===== config.mk =====
export PLATFORM = sky130hd
export DESIGN_NAME = cursor_doubly_linked_list
export DESIGN_NICKNAME = d
export VERILOG_FILES = /design/src/cdll_pkg.sv /design/src/cursor_doubly_linked_list.sv /design/src/cdll_ram.sv
export VERILOG_INCLUDE_DIRS = /design/src /design/src/src
export SDC_FILE = /design/constraint.sdc
export NUM_CORES = 2
export LEC_CHECK = 0
export ABC_CLOCK_PERIOD_IN_PS = 8200
export BUFFER_PORTS_ARGS = -buffer_cell sky130_fd_sc_hd__buf_2
export CAP_MARGIN = 20
export CELL_PAD_IN_SITES_DETAIL_PLACEMENT = 2
export CELL_PAD_IN_SITES_GLOBAL_PLACEMENT = 2
export CORE_MARGIN = 4
export CORE_UTILIZATION = 40
export DETAILED_ROUTE_END_ITERATION = 10
export GPL_TIMING_DRIVEN = 0
export PLACE_DENSITY = 0.77
export SYNTH_ARGS = -nofsm -noshare
export SYNTH_HDL_FRONTEND = slang
export SYNTH_SLANG_ARGS = --single-unit
export TNS_END_PERCENT = 5

===== constraint.sdc =====
create_clock -name clk -period 8.2 [get_ports clk]
set_input_delay 0.41 -clock clk [delete_from_list [all_inputs] [get_ports clk]]
set_output_delay 0.41 -clock clk [all_outputs]
set_load 0.01 [all_outputs]

===== src/cursor_doubly_linked_list_defines.svh =====
// Assertion macros for the cursor linked list block.
// Needs clk and rst_n in the scope where they are used.
`ifndef CURSOR_DOUBLY_LINKED_LIST_DEFINES_SVH
`define CURSOR_DOUBLY_LINKED_LIST_DEFINES_SVH

// check a property at every clock edge out of reset
`define CDLL_CHECK(lbl, prop, msg) \
    lbl: assert property (@(posedge clk) disable iff (!rst_n) (prop)) else $error(msg);

// check that cond is followed by resp in the next cycle
`define CDLL_CHECK_NEXT(lbl, cond, resp, msg) \
    lbl: assert property (@(posedge clk) disable iff (!rst_n) (cond) |=> (resp)) else $error(msg);

`endif


===== src/cdll_pkg.sv =====
// Shared constants for the cursor linked list block: field widths and command codes.
// No dependencies.
package cdll_pkg;

    localparam int MODE_W = 5;
    localparam int VAL_W  = 32;
    localparam int LEN_W  = 7;

    localparam logic [MODE_W-1:0] M_CLEAR      = 5'd0;
    localparam logic [MODE_W-1:0] M_INS_FIRST  = 5'd1;
    localparam logic [MODE_W-1:0] M_INS_LAST   = 5'd2;
    localparam logic [MODE_W-1:0] M_FIRST      = 5'd3;
    localparam logic [MODE_W-1:0] M_LAST       = 5'd4;
    localparam logic [MODE_W-1:0] M_GET_FIRST  = 5'd5;
    localparam logic [MODE_W-1:0] M_GET_LAST   = 5'd6;
    localparam logic [MODE_W-1:0] M_DEL_FIRST  = 5'd7;
    localparam logic [MODE_W-1:0] M_DEL_LAST   = 5'd8;
    localparam logic [MODE_W-1:0] M_DEL_AFTER  = 5'd9;
    localparam logic [MODE_W-1:0] M_DEL_BEFORE = 5'd10;
    localparam logic [MODE_W-1:0] M_INS_AFTER  = 5'd11;
    localparam logic [MODE_W-1:0] M_INS_BEFORE = 5'd12;
    localparam logic [MODE_W-1:0] M_GET        = 5'd13;
    localparam logic [MODE_W-1:0] M_SET        = 5'd14;
    localparam logic [MODE_W-1:0] M_NEXT       = 5'd15;
    localparam logic [MODE_W-1:0] M_PREV       = 5'd16;

endpackage


===== src/cursor_doubly_linked_list.sv =====
// Top level of the cursor linked list: command sequencer and node memories.
// Depends on cdll_pkg, cdll_ram and cursor_doubly_linked_list_defines.svh.
//
// A command is taken when start is high and busy is low. Every command runs through the
// sequence read, read, capture, write, write over node memories with one read and one
// write port each, and busy stays high through the whole sequence.
// The result is on the result ports for one cycle with done high and must be
// taken then; start may be raised in that same cycle. Clear runs through the same
// sequence, as the free stack is rebuilt through a low-water mark. length and
// cursor_valid always show the current list state.
`include "cursor_doubly_linked_list_defines.svh"

module cursor_doubly_linked_list #(
    parameter int POOL_SIZE  = 64,
    parameter int DATA_WIDTH = 32
) (
    input  logic                              clk,
    input  logic                              rst_n,
    input  logic                              start,
    input  logic [cdll_pkg::MODE_W-1:0]       mode,
    input  logic signed [cdll_pkg::VAL_W-1:0] value,
    output logic                              busy,
    output logic                              done,
    output logic signed [cdll_pkg::VAL_W-1:0] read_value,
    output logic                              error,
    output logic                              cursor_valid,
    output logic [cdll_pkg::LEN_W-1:0]        length
);
    import cdll_pkg::*;

    localparam int IW = $clog2(POOL_SIZE);
    localparam int PW = $clog2(POOL_SIZE + 1);
    localparam logic [PW-1:0] NULLP = PW'(POOL_SIZE);

    typedef enum logic [2:0] {S_IDLE, S_RA, S_RB, S_RC, S_W1, S_W2} state_t;

    state_t                        state_reg;
    logic [MODE_W-1:0]             mode_reg;
    logic [DATA_WIDTH-1:0]         val_reg;
    logic [PW-1:0]                 head_reg, tail_reg, cur_reg, fc_reg, lw_reg;
    logic [PW-1:0]                 nx_reg, pv_reg, nx2_reg, pv2_reg, n_reg;
    logic signed [DATA_WIDTH-1:0]  dat_reg;
    logic                          done_reg, err_reg;
    logic signed [VAL_W-1:0]       rv_reg;

    logic [PW-1:0]         head_next, tail_next, cur_next, fc_next, lw_next;
    logic                  err_next;
    logic signed [VAL_W-1:0] rv_next;

    logic [PW-1:0]         nx_q, pv_q;
    logic [DATA_WIDTH-1:0] dat_q;
    logic [IW-1:0]         stk_q;

    logic [PW-1:0]         ra1, ra2;
    logic [IW-1:0]         raddr;
    logic [PW-1:0]         pos, n_pop;

    logic                  nx_we, pv_we, d_we, s_we;
    logic [PW-1:0]         nx_wa, pv_wa, d_wa;
    logic [PW-1:0]         nx_wd, pv_wd;
    logic [DATA_WIDTH-1:0] d_wd;
    logic [IW-1:0]         s_wd;

    logic hv, cv, full, ok9, ok10;

    assign hv   = head_reg < NULLP;
    assign cv   = cur_reg < NULLP;
    assign full = fc_reg == '0;
    assign ok9  = cv && (cur_reg != tail_reg) && (nx_reg < NULLP);
    assign ok10 = cv && (cur_reg != head_reg) && (pv_reg < NULLP);

    assign pos   = fc_reg - 1'b1;
    assign n_pop = (pos < lw_reg) ? pos : PW'(stk_q);

    always_comb
    begin
        unique case (mode_reg)
            M_GET_FIRST, M_DEL_FIRST: ra1 = head_reg;
            M_GET_LAST, M_DEL_LAST:   ra1 = tail_reg;
            default:                  ra1 = cur_reg;
        endcase
        ra2   = (mode_reg == M_DEL_AFTER) ? nx_q : pv_q;
        raddr = (state_reg == S_RB) ? ra2[IW-1:0] : ra1[IW-1:0];
    end

    cdll_ram #(.DEPTH(POOL_SIZE), .WIDTH(PW), .AW(IW)) u_next (
        .clk(clk), .we(nx_we), .waddr(nx_wa[IW-1:0]), .wdata(nx_wd),
        .raddr(raddr), .rdata(nx_q)
    );
    cdll_ram #(.DEPTH(POOL_SIZE), .WIDTH(PW), .AW(IW)) u_prev (
        .clk(clk), .we(pv_we), .waddr(pv_wa[IW-1:0]), .wdata(pv_wd),
        .raddr(raddr), .rdata(pv_q)
    );
    cdll_ram #(.DEPTH(POOL_SIZE), .WIDTH(DATA_WIDTH), .AW(IW)) u_data (
        .clk(clk), .we(d_we), .waddr(d_wa[IW-1:0]), .wdata(d_wd),
        .raddr(raddr), .rdata(dat_q)
    );
    cdll_ram #(.DEPTH(POOL_SIZE), .WIDTH(IW), .AW(IW)) u_free (
        .clk(clk), .we(s_we), .waddr(fc_reg[IW-1:0]), .wdata(s_wd),
        .raddr(pos[IW-1:0]), .rdata(stk_q)
    );

    // memory write ports
    always_comb
    begin
        nx_we = 1'b0; nx_wa = '0; nx_wd = '0;
        pv_we = 1'b0; pv_wa = '0; pv_wd = '0;
        d_we  = 1'b0; d_wa  = '0; d_wd  = val_reg;
        s_we  = 1'b0; s_wd  = '0;
        if (state_reg == S_W1)
        begin
            unique case (mode_reg)
                M_INS_FIRST, M_INS_LAST:
                begin
                    if (!full)
                    begin
                        d_we  = 1'b1; d_wa = n_reg;
                        nx_we = 1'b1; nx_wa = n_reg;
                        nx_wd = (hv && mode_reg == M_INS_FIRST) ? head_reg : NULLP;
                        pv_we = 1'b1; pv_wa = n_reg;
                        pv_wd = (hv && mode_reg == M_INS_LAST) ? tail_reg : NULLP;
                    end
                end
                M_INS_AFTER, M_INS_BEFORE:
                begin
                    if (cv && !full)
                    begin
                        d_we  = 1'b1; d_wa = n_reg;
                        nx_we = 1'b1; nx_wa = n_reg;
                        pv_we = 1'b1; pv_wa = n_reg;
                        nx_wd = (mode_reg == M_INS_AFTER) ? nx_reg : cur_reg;
                        pv_wd = (mode_reg == M_INS_AFTER) ? cur_reg : pv_reg;
                    end
                end
                M_DEL_FIRST:
                begin
                    if (hv)
                    begin
                        s_we = 1'b1; s_wd = head_reg[IW-1:0];
                        if (head_reg != tail_reg && nx_reg < NULLP)
                        begin
                            pv_we = 1'b1; pv_wa = nx_reg; pv_wd = NULLP;
                        end
                    end
                end
                M_DEL_LAST:
                begin
                    if (tail_reg < NULLP)
                    begin
                        s_we = 1'b1; s_wd = tail_reg[IW-1:0];
                        if (tail_reg != head_reg && pv_reg < NULLP)
                        begin
                            nx_we = 1'b1; nx_wa = pv_reg; nx_wd = NULLP;
                        end
                    end
                end
                M_DEL_AFTER:
                begin
                    if (ok9)
                    begin
                        s_we  = 1'b1; s_wd = nx_reg[IW-1:0];
                        nx_we = 1'b1; nx_wa = cur_reg; nx_wd = nx2_reg;
                        if (nx_reg != tail_reg && nx2_reg < NULLP)
                        begin
                            pv_we = 1'b1; pv_wa = nx2_reg; pv_wd = cur_reg;
                        end
                    end
                end
                M_DEL_BEFORE:
                begin
                    if (ok10)
                    begin
                        s_we  = 1'b1; s_wd = pv_reg[IW-1:0];
                        pv_we = 1'b1; pv_wa = cur_reg; pv_wd = pv2_reg;
                        if (pv_reg != head_reg && pv2_reg < NULLP)
                        begin
                            nx_we = 1'b1; nx_wa = pv2_reg; nx_wd = cur_reg;
                        end
                    end
                end
                M_SET:
                begin
                    if (cv)
                    begin
                        d_we = 1'b1; d_wa = cur_reg;
                    end
                end
                default:
                begin
                end
            endcase
        end
        else if (state_reg == S_W2)
        begin
            unique case (mode_reg)
                M_INS_FIRST:
                begin
                    if (!full && hv)
                    begin
                        pv_we = 1'b1; pv_wa = head_reg; pv_wd = n_reg;
                    end
                end
                M_INS_LAST:
                begin
                    if (!full && hv)
                    begin
                        nx_we = 1'b1; nx_wa = tail_reg; nx_wd = n_reg;
                    end
                end
                M_INS_AFTER:
                begin
                    if (cv && !full)
                    begin
                        nx_we = 1'b1; nx_wa = cur_reg; nx_wd = n_reg;
                        if (nx_reg < NULLP)
                        begin
                            pv_we = 1'b1; pv_wa = nx_reg; pv_wd = n_reg;
                        end
                    end
                end
                M_INS_BEFORE:
                begin
                    if (cv && !full)
                    begin
                        pv_we = 1'b1; pv_wa = cur_reg; pv_wd = n_reg;
                        if (pv_reg < NULLP)
                        begin
                            nx_we = 1'b1; nx_wa = pv_reg; nx_wd = n_reg;
                        end
                    end
                end
                default:
                begin
                end
            endcase
        end
    end

    // list state after the command
    always_comb
    begin
        head_next = head_reg;
        tail_next = tail_reg;
        cur_next  = cur_reg;
        fc_next   = fc_reg;
        lw_next   = lw_reg;
        err_next  = 1'b0;
        rv_next   = '0;
        unique case (mode_reg)
            M_CLEAR:
            begin
                head_next = NULLP;
                tail_next = NULLP;
                cur_next  = NULLP;
                fc_next   = NULLP;
                lw_next   = NULLP;
            end
            M_INS_FIRST, M_INS_LAST:
            begin
                if (full)
                begin
                    err_next = 1'b1;
                end
                else
                begin
                    fc_next = pos;
                    lw_next = (pos < lw_reg) ? pos : lw_reg;
                    if (!hv)
                    begin
                        head_next = n_reg;
                        tail_next = n_reg;
                    end
                    else if (mode_reg == M_INS_FIRST)
                    begin
                        head_next = n_reg;
                    end
                    else
                    begin
                        tail_next = n_reg;
                    end
                end
            end
            M_FIRST: cur_next = head_reg;
            M_LAST:  cur_next = tail_reg;
            M_GET_FIRST, M_GET_LAST, M_GET:
            begin
                if (ra1 < NULLP)
                begin
                    rv_next = VAL_W'(dat_reg);
                end
                else
                begin
                    err_next = 1'b1;
                end
            end
            M_DEL_FIRST:
            begin
                if (hv)
                begin
                    head_next = (head_reg == tail_reg) ? NULLP : nx_reg;
                    tail_next = (head_reg == tail_reg) ? NULLP : tail_reg;
                    fc_next   = fc_reg + 1'b1;
                    if (cur_reg == head_reg)
                    begin
                        cur_next = NULLP;
                    end
                end
            end
            M_DEL_LAST:
            begin
                if (tail_reg < NULLP)
                begin
                    tail_next = (head_reg == tail_reg) ? NULLP : pv_reg;
                    head_next = (head_reg == tail_reg) ? NULLP : head_reg;
                    fc_next   = fc_reg + 1'b1;
                    if (cur_reg == tail_reg)
                    begin
                        cur_next = NULLP;
                    end
                end
            end
            M_DEL_AFTER:
            begin
                if (ok9)
                begin
                    fc_next = fc_reg + 1'b1;
                    if (nx_reg == tail_reg)
                    begin
                        tail_next = cur_reg;
                    end
                end
            end
            M_DEL_BEFORE:
            begin
                if (ok10)
                begin
                    fc_next = fc_reg + 1'b1;
                    if (pv_reg == head_reg)
                    begin
                        head_next = cur_reg;
                    end
                end
            end
            M_INS_AFTER, M_INS_BEFORE:
            begin
                if (cv && full)
                begin
                    err_next = 1'b1;
                end
                else if (cv)
                begin
                    fc_next = pos;
                    lw_next = (pos < lw_reg) ? pos : lw_reg;
                    if (mode_reg == M_INS_AFTER && !(nx_reg < NULLP))
                    begin
                        tail_next = n_reg;
                    end
                    if (mode_reg == M_INS_BEFORE && !(pv_reg < NULLP))
                    begin
                        head_next = n_reg;
                    end
                end
            end
            M_NEXT:
            begin
                if (cv)
                begin
                    cur_next = nx_reg;
                end
            end
            M_PREV:
            begin
                if (cv)
                begin
                    cur_next = pv_reg;
                end
            end
            default:
            begin
            end
        endcase
        if (!(cur_next < NULLP))
        begin
            cur_next = NULLP;
        end
    end

    always_ff @(posedge clk or negedge rst_n)
    begin
        if (!rst_n)
        begin
            state_reg <= S_IDLE;
            head_reg  <= NULLP;
            tail_reg  <= NULLP;
            cur_reg   <= NULLP;
            fc_reg    <= NULLP;
            lw_reg    <= NULLP;
            done_reg  <= 1'b0;
            err_reg   <= 1'b0;
            rv_reg    <= '0;
        end
        else
        begin
            done_reg <= 1'b0;
            unique case (state_reg)
                S_IDLE:
                begin
                    if (start)
                    begin
                        state_reg <= S_RA;
                    end
                end
                S_RA: state_reg <= S_RB;
                S_RB: state_reg <= S_RC;
                S_RC: state_reg <= S_W1;
                S_W1: state_reg <= S_W2;
                S_W2:
                begin
                    state_reg <= S_IDLE;
                    head_reg  <= head_next;
                    tail_reg  <= tail_next;
                    cur_reg   <= cur_next;
                    fc_reg    <= fc_next;
                    lw_reg    <= lw_next;
                    err_reg   <= err_next;
                    rv_reg    <= rv_next;
                    done_reg  <= 1'b1;
                end
                default: state_reg <= S_IDLE;
            endcase
        end
    end

    // command payload and read captures
    always_ff @(posedge clk)
    begin
        if (state_reg == S_IDLE && start)
        begin
            mode_reg <= mode;
            val_reg  <= DATA_WIDTH'(value);
        end
        if (state_reg == S_RB)
        begin
            nx_reg  <= nx_q;
            pv_reg  <= pv_q;
            dat_reg <= dat_q;
            n_reg   <= n_pop;
        end
        if (state_reg == S_RC)
        begin
            nx2_reg <= nx_q;
            pv2_reg <= pv_q;
        end
    end

    assign busy         = state_reg != S_IDLE;
    assign done         = done_reg;
    assign read_value   = rv_reg;
    assign error        = err_reg;
    assign cursor_valid = cur_reg < NULLP;
    assign length       = LEN_W'(NULLP - fc_reg);

    `CDLL_CHECK(a_done_idle, !(done && busy), "result strobe while a command is in flight")
    `CDLL_CHECK(a_fc_range, fc_reg <= NULLP, "free count above pool size")
    `CDLL_CHECK(a_lw_below_fc, lw_reg <= fc_reg, "free stack low-water mark above free count")
    `CDLL_CHECK_NEXT(a_accept_busy, start && !busy, busy && !done, "accepted command not started")
    `CDLL_CHECK_NEXT(a_w2_done, state_reg == S_W2, done, "command finished without result")

endmodule


===== src/cdll_ram.sv =====
// Single-port-write, single-port-read synchronous RAM with registered read data.
// No dependencies.
module cdll_ram #(
    parameter int DEPTH = 64,
    parameter int WIDTH = 8,
    parameter int AW    = 6
) (
    input  logic             clk,
    input  logic             we,
    input  logic [AW-1:0]    waddr,
    input  logic [WIDTH-1:0] wdata,
    input  logic [AW-1:0]    raddr,
    output logic [WIDTH-1:0] rdata
);

    logic [WIDTH-1:0] mem [DEPTH];

    always_ff @(posedge clk)
    begin
        if (we)
        begin
            mem[waddr] <= wdata;
        end
        rdata <= mem[raddr];
    end

endmodule


**Yosys cells after proc, flatten, opt, wreduce, memory -nomap -nowiden**

Memories as Yosys holds them, arrays and structs flattened. A register that Yosys moved wholly into a read port is not among the register bits.
Index checks and enable logic that the tools add are counted.

- Register bits after elaboration: 176
- Latch bits: 0
- Memory bits (writable): 3,328
- Bits in read-only memories: 0
- Logic and storage cells: 285
- Memories kept: 4

Memory list:

| name | words | bits a word | rd ports | clocked after memory_dff | write ports | RTL line | text |
|---|---|---|---|---|---|---|---|
| u_data.mem | 64 | 32 | 1 | 1 | 1 | cdll_ram.sv:16 | `logic [WIDTH-1:0] mem [DEPTH];` |
| u_next.mem | 64 | 7 | 1 | 1 | 1 | cdll_ram.sv:16 |  |
| u_prev.mem | 64 | 7 | 1 | 1 | 1 | cdll_ram.sv:16 |  |
| u_free.mem | 64 | 6 | 1 | 1 | 1 | cdll_ram.sv:16 |  |

- Add/sub/neg operators: 3
- Multipliers: 0
- Div/mod/pow operators: 0
- Order comparisons: 10
- Eq/ne operators: 48
- Shift-type cells: 0
- Muxes and demuxes: 166
- Bitwise gates (word level): 0
- Reduce and logical (&&, ||, !) cells: 36

Operators by type and width:

| operator | number |
|---|---|
| two-way mux 7 bit | 69 |
| two-way mux 6 bit | 32 |
| case mux 7 bit (7 select lines) | 2 |
| case mux 7 bit (6 select lines) | 2 |
| case mux 7 bit (5 select lines) | 2 |
| two-way mux 32 bit | 2 |
| < comparator 7 bit, second input constant | 9 |
| case mux 7 bit (3 select lines) | 3 |
| case mux 6 bit (5 select lines) | 2 |
| case mux 6 bit (3 select lines) | 3 |
| inequality test 7 bit | 6 |
| == test 5 x 4 -> 1 bit, second input constant | 8 |
| two-way mux 1 bit | 38 |
| == test 7 bit | 5 |
| inequality test 2 bit, second input constant | 13 |
| case mux 6 bit (4 select lines) | 1 |
| AND reduction 12 bit | 2 |
| == test 5 x 3 -> 1 bit, second input constant | 4 |
| logical AND 1 bit | 16 |
| case mux 3 bit (5 select lines) | 1 |
| case mux 7 bit (2 select lines) | 1 |
| case mux 1 bit (3 select lines) | 4 |
| nonzero test 6 bit | 2 |
| == test 5 x 2 -> 1 bit, second input constant | 2 |
| 24 further kinds | 34 |

**Depth between registers and ports, before layout**

- Depth after elaboration: 9
- Depth in mapped cells: 19
- Mapped depth without buffers: 12

**Cells and area by module**

From an unflattened synthesis, not the netlist that was laid out.

- Cells, all modules: 6,809
- Area, all modules: 139,313.6 µm²

By module, submodules not included:

| module | instances | cells each | area each (µm²) | sequential area each (µm²) |
|---|---|---|---|---|
| cdll_ram at u_data | 1 | 3,511 | 79,039.6 | 62,139.6 |
| cdll_ram at u_next ... | 2 | 827 | 17,635.7 | 13,593.0 |
| cdll_ram at u_free | 1 | 729 | 15,205.8 | 11,651.2 |
| cursor_doubly_linked_list | 1 | 915 | 9,796.9 | 4,931.0 |

**Worst setup path before layout**

No wires, ideal clock.

- Kind: register to register
- Start point: reg fc_reg[0]
- End point: mem u_next.mem[0][5] (netlist bit), data pin
- Library setup time: 0.702 ns
- Arrival: 5.448 ns
- Setup slack: 2.050 ns
- Stages on the path, launching flop included: 13
- Period minus slack after synthesis: 6.150 ns
- Path through: dfrtp_1 -> clkbuf_1 -> buf_1 -> clkbuf_1 -> inv_1 -> ha_1 -> nand2b_1 -> nor3_1 -> nor4_1 -> clkbuf_1 -> a222oi_1 -> a21boi_0 -> o21ai_0

- Word-level cells in the longest chain between the ends: 7
- Elaborated cells between the ends (all ways): 13
- Those cells by class: mux: 9; reduce/logical: 4

Ends and longest elaborated chain:

| item | RTL line | text |
|---|---|---|
| start: declaration | cursor_doubly_linked_list.sv:40 | `logic [PW-1:0] head_reg, tail_reg, cur_reg, fc_reg, lw_reg;` |
| start signal: assignment | cursor_doubly_linked_list.sv:423 | `fc_reg <= fc_next;` |
| logical NOT 7 bit (*) | cursor_doubly_linked_list.sv:68 | `assign full = fc_reg == '0;` |
| logical NOT 1 bit | n/a |  |
| logical AND 1 bit, on equally long branches | n/a |  |
| two-way mux 7 bit, on equally long branches | cursor_doubly_linked_list.sv:223, cursor_doubly_linked_list.sv:205, cursor_doubly_linked_list.sv:212 |  |
| case mux 7 bit (3 select lines) | cursor_doubly_linked_list.sv:195 | `unique case (mode_reg)` |
| two-way mux 7 bit | cursor_doubly_linked_list.sv:193 | `else if (state_reg == S_W2)` |
| two-way mux 7 bit (*) | cursor_doubly_linked_list.sv:110 | `if (state_reg == S_W1)` |
| net nx_wd[5] | cursor_doubly_linked_list.sv:60 | `logic [PW-1:0] nx_wd, pv_wd;` |
| end: declaration | cdll_ram.sv:16 |  |

Mark *: on every way through the listed nets, which the timed path passes. The rest lies on a longest branch.

**Final worst setup path**

- Start point: reg fc_reg[0]
- End point: reg n_reg[4], data pin

- Word-level cells in the longest chain between the ends: 3

Ends and longest elaborated chain:

| item | RTL line | text |
|---|---|---|
| subtractor 7 x 1 -> 7 bit (*) | cursor_doubly_linked_list.sv:72 | `assign pos = fc_reg - 1'b1;` |
| < comparator 7 bit | cursor_doubly_linked_list.sv:73 | `assign n_pop = (pos < lw_reg) ? pos : PW'(stk_q);` |
| two-way mux 6 bit (*) | cursor_doubly_linked_list.sv:73 |  |
| net n_pop[4] | cursor_doubly_linked_list.sv:56 | `logic [PW-1:0] pos, n_pop;` |
| end signal: assignment | cursor_doubly_linked_list.sv:447 | `n_reg <= n_pop;` |
| end: declaration | cursor_doubly_linked_list.sv:41 | `logic [PW-1:0] nx_reg, pv_reg, nx2_reg, pv2_reg, n_reg;` |

Marked as above.
A chain may end at the register's enable or synchronous reset.

==> impl_metrics.csv <==
group,metric,value,unit
critical_path,critPathRequiredTime,8.91,ns
synthesis,synth_top_area_cell,"edfxtp_1",
floorplanning,start_util,40.24,%
critical_path,r2r_setup_slack,0.51,ns
critical_path,setup.worst_path.end_class,"register",
global_route,grt.total_usage,35.73,%
timing,fmax,130.0,MHz
route,routed_wl,686900,um
timing,setup_ws,0.5050,ns
placement,pre_cts_slack,0.3253,ns
power,leakagePower,56.22,nW
global_route,grt_max_degree,63,
final_layout,largest-register,"u_data.mem",
placement,dp.cells,14180,
final_layout,syn2layout_area_growth,18.89,%
synthesis,async_flop_share,2.025,%
final_layout,layout.nets,9897,
clock_tree,htreeDepth,5,
route,drtAntennaViolNets,0,
min_path,hp-class,"primary input to asynchronous set/reset pin",
route,first_iter_violations,16920,
critical_path,crit_start,"fc_reg[0]$_DFFE_PN0P_",
critical_path,critPathMaxFanout,10,
final_layout,final_cells,14980,
final_layout,fin_area,0.1722,mm2
synthesis,netlist_top_cells_area,"edfxtp_1 (71%), mux2i_1 (5.8%), a221oi_1 (3.1%), a211oi_1 (2.0%), mux4_2 (1.9%)",
timing,tns,0,ns
synthesis,ys_top_cells_by_count,"edfxtp_1 (3432), mux2i_1 (844), clkbuf_1 (571)",
timing,worst_pin_slew,1.630,ns
global_route,overflow,0,
synthesis,ys_ff_latch,3556,
clock_tree,cts_tree,"done",
synthesis,yosys.area.top_type_share,71.14,%
final_layout,drive_above_1_share,14.89,%
clock_tree,cts.sinks,3556,
placement,dp_hpwl,451300,um
clock_tree,cts_inserted_buffers,381,
route,wl_per_cell,45.85,um
floorplanning,die_area,0.3719,mm2
floorplanning,rows,220,
synthesis,syn-num-nets,9032,
clock_tree,clk_latency,1.03,ns
final_layout,largest_reg_flops,2048,
critical_path,rr_worst_depth,19,
final_layout,largestRegisters,"u_data.mem (2048), u_next.mem (448), u_prev.mem (448)",
synthesis,ys.flop_type,"edfxtp_1",
power,power_density,384.3,mW/mm2
timing,fin_crit_sh,93.84,%
critical_path,cp.arrival,8.40,ns
placement,placedInstanceArea,0.1587,mm2
critical_path,r2r-start,"fc_reg[0]$_DFFE_PN0P_",
floorplanning,dieWidth,609.8,um
critical_path,critPathKind,"register to register",
synthesis,ys_seq_area_share,73.10,%
synthesis,synthCells,8984,
synthesis,synth-edff-count,3432,
power,peakVddDrop,0.2481,mV
clock_tree,clockBufferDepth,4,
final_layout,fin_util,47.84,%
run,maxCapViolations,0,
clock_tree,cts-root-buf,"clkbuf_16",
floorplanning,die-height,609.8,um
global_route,grt_pass1_vias,108000,
floorplanning,io_pins,83,
timing,fin_skew,0.1420,ns
timing,rsz0062_at_grt,"no",
synthesis,yosys_warnings,0,
timing,relSlewSlack,-8.695,%
placement,gp_congestion,0.9429,
route,viasPerCell,7.006,
critical_path,setup.worst_path.start_class,"register",
outcome,failed_checks,"max-slew violations",
synthesis,synth_area,0.1449,mm2
global_route,antenna_found_initial,81,
placement,numPortBuffers,82,
synthesis,synth_cell_types,85,
timing,post-route-min-period,7.695,ns
route,first_pass_iters,9,
synthesis,postSynthAreaPerCell,16.13,um2
critical_path,r2r-end,"n_reg[4]$_DFFE_PP_",
global_route,grt_pass1_wl,933700,um
timing,setup_viol,0,
timing,slew_violations,1,
outcome,status,"finished with violations",
floorplanning,core-area,0.3600,mm2
route,vias,105000,
route,remaining_drc_errors,0,
clock_tree,clk_pin_slew,0.06,ns
timing,hold_viol,0,
synthesis,synth_most_common_cell,"edfxtp_1",
-- final cells by class --
type / count / area, um2
Fill cell: 32790 / 187800
Sequential cell: 3556 / 105900
Multi-Input combinational cell: 4613 / 36500
Clock buffer: 506 / 10610
Timing Repair Buffer: 482 / 7262
Tap cell: 4773 / 5972
Buffer: 781 / 3587
Clock inverter: 195 / 2176
Inverter: 34 / 132.6
Antenna cell: 41 / 102.6
-- per-layer routing --
layer | part of all wire, % | vias to the layer above | global-route usage (%)
li1 | - | 38730 | -
met1 | 34 | 54790 | 42.14
met2 | 46 | 8829 | 57.00
met3 | 11 | 2574 | 8.768
met4 | 9.1 | 32 | 26.13
met5 | 0.032 | - | 0.03874
-- repair_timing --
| action | in CTS | in global routing |
|---|---|---|
| endpoints found under the hold margin | 123 | 0 |
| hold buffers | 39 | 0 |
| gates resized for setup | 0 | 4 |
| setup buffers | 0 | 0 |
| endpoints found under the setup margin | 0 | 4 |
-- cell usage in the layout, fill, tap and decap left out, types with 41 or more instances in the layout --
cell type	netlist	routed
clkinv_1	1	61
o211a_1	53	53
o21ai_0	70	55
buf_12	0	71
buf_4	55	120
diode_2	0	41
o41ai_1	93	51
and3_1	427	427
dfrtp_1	67	67
mux2i_1	844	844
a2111oi_0	95	95
buf_1	43	41
a22oi_1	79	79
or3_1	55	55
o311a_1	46	46
o22ai_1	50	50
o311ai_1	48	47
edfxtp_1	3432	3432
clkbuf_16	0	394
a21oi_1	254	247
o32ai_1	45	44
nand2_1	398	396
buf_2	75	201
a31oi_1	55	54
clkinv_2	0	63
dfxtp_1	52	52
buf_16	0	136
o2111ai_1	61	60
clkbuf_1	571	627
nor2_4	0	65
nand3_1	140	135
nor2_1	285	219
a211oi_1	389	388
nor3_1	117	113
o211ai_1	55	55
o41ai_2	0	42
a221oi_1	511	502
mux4_2	120	120
-- cells by family (layout without fill, tap and decap cells) --
family | count (synthesis) | count (layout) | synth area share [%]
buffers and inverters | 815 | 1998 | 2.539
other | 0 | 41 | 0
flip-flops | 3556 | 3556 | 73.10
multiplexers | 976 | 976 | 7.790
XOR/XNOR | 42 | 42 | 0.2539
AO/OA/AOI/OAI | 2026 | 2026 | 10.86
AND/OR/NAND/NOR | 1561 | 1561 | 5.385
adder cells (fa/ha/maj) | 8 | 8 | 0.06909
-- stage by stage --
stage / power, mW / hold slack (ns)
2_1_floorplan: 32.41 / 0.1144
3_5_place_dp: 45.72 / 0.3907
6_report: 66.19 / 0.01636
3_3_place_gp: 42.93 / 0.3929
4_1_cts: 64.54 / 0.02603
5_1_grt: 66.63 / 0.07454
-- worst max-delay path: stages (launching register included) --
cell and delay, ns:
dfrtp_1 0.43, clkbuf_1 0.44, clkbuf_2 0.52, clkbuf_1 0.73
inv_1 0.34, ha_1 0.45, clkbuf_1 0.61, clkdlybuf4s15_1 0.80
buf_1 0.73, inv_1 0.15, ha_1 0.30, a21boi_0 0.12
o21a_1 0.20, o21a_1 0.16, o21a_1 0.17, o21a_1 0.19
o21ai_0 0.19, nor2b_1 0.16, clkbuf_1 0.35, mux2_2 0.40
-- power by group --
part	internal [mW]	switching [mW]
sequential	20.7	0.465
clock	10.4	8.17
combinational	7.02	19.5
-- how the worst max path moves through the flow --
| stage | endpoint | slack, ns | depth (start not counted) |
|---|---|---|---|
| 2_1_floorplan | u_next.mem[0][5]$_DFFE_PP_ | 2.05 | 12 |
| 3_3_place_gp | u_next.mem[50][4]$_DFFE_PP_ | -5.71 | 12 |
| 3_5_place_dp | n_reg[4]$_DFFE_PP_ | 0.33 | 19 |
| 4_1_cts | u_next.mem[62][0]$_DFFE_PP_ | 0.17 | 14 |
| 5_1_grt | n_reg[4]$_DFFE_PP_ | 0.17 | 19 |
| 6_report | n_reg[4]$_DFFE_PP_ | 0.51 | 19 |
Power figures use the tool's default switching activity.
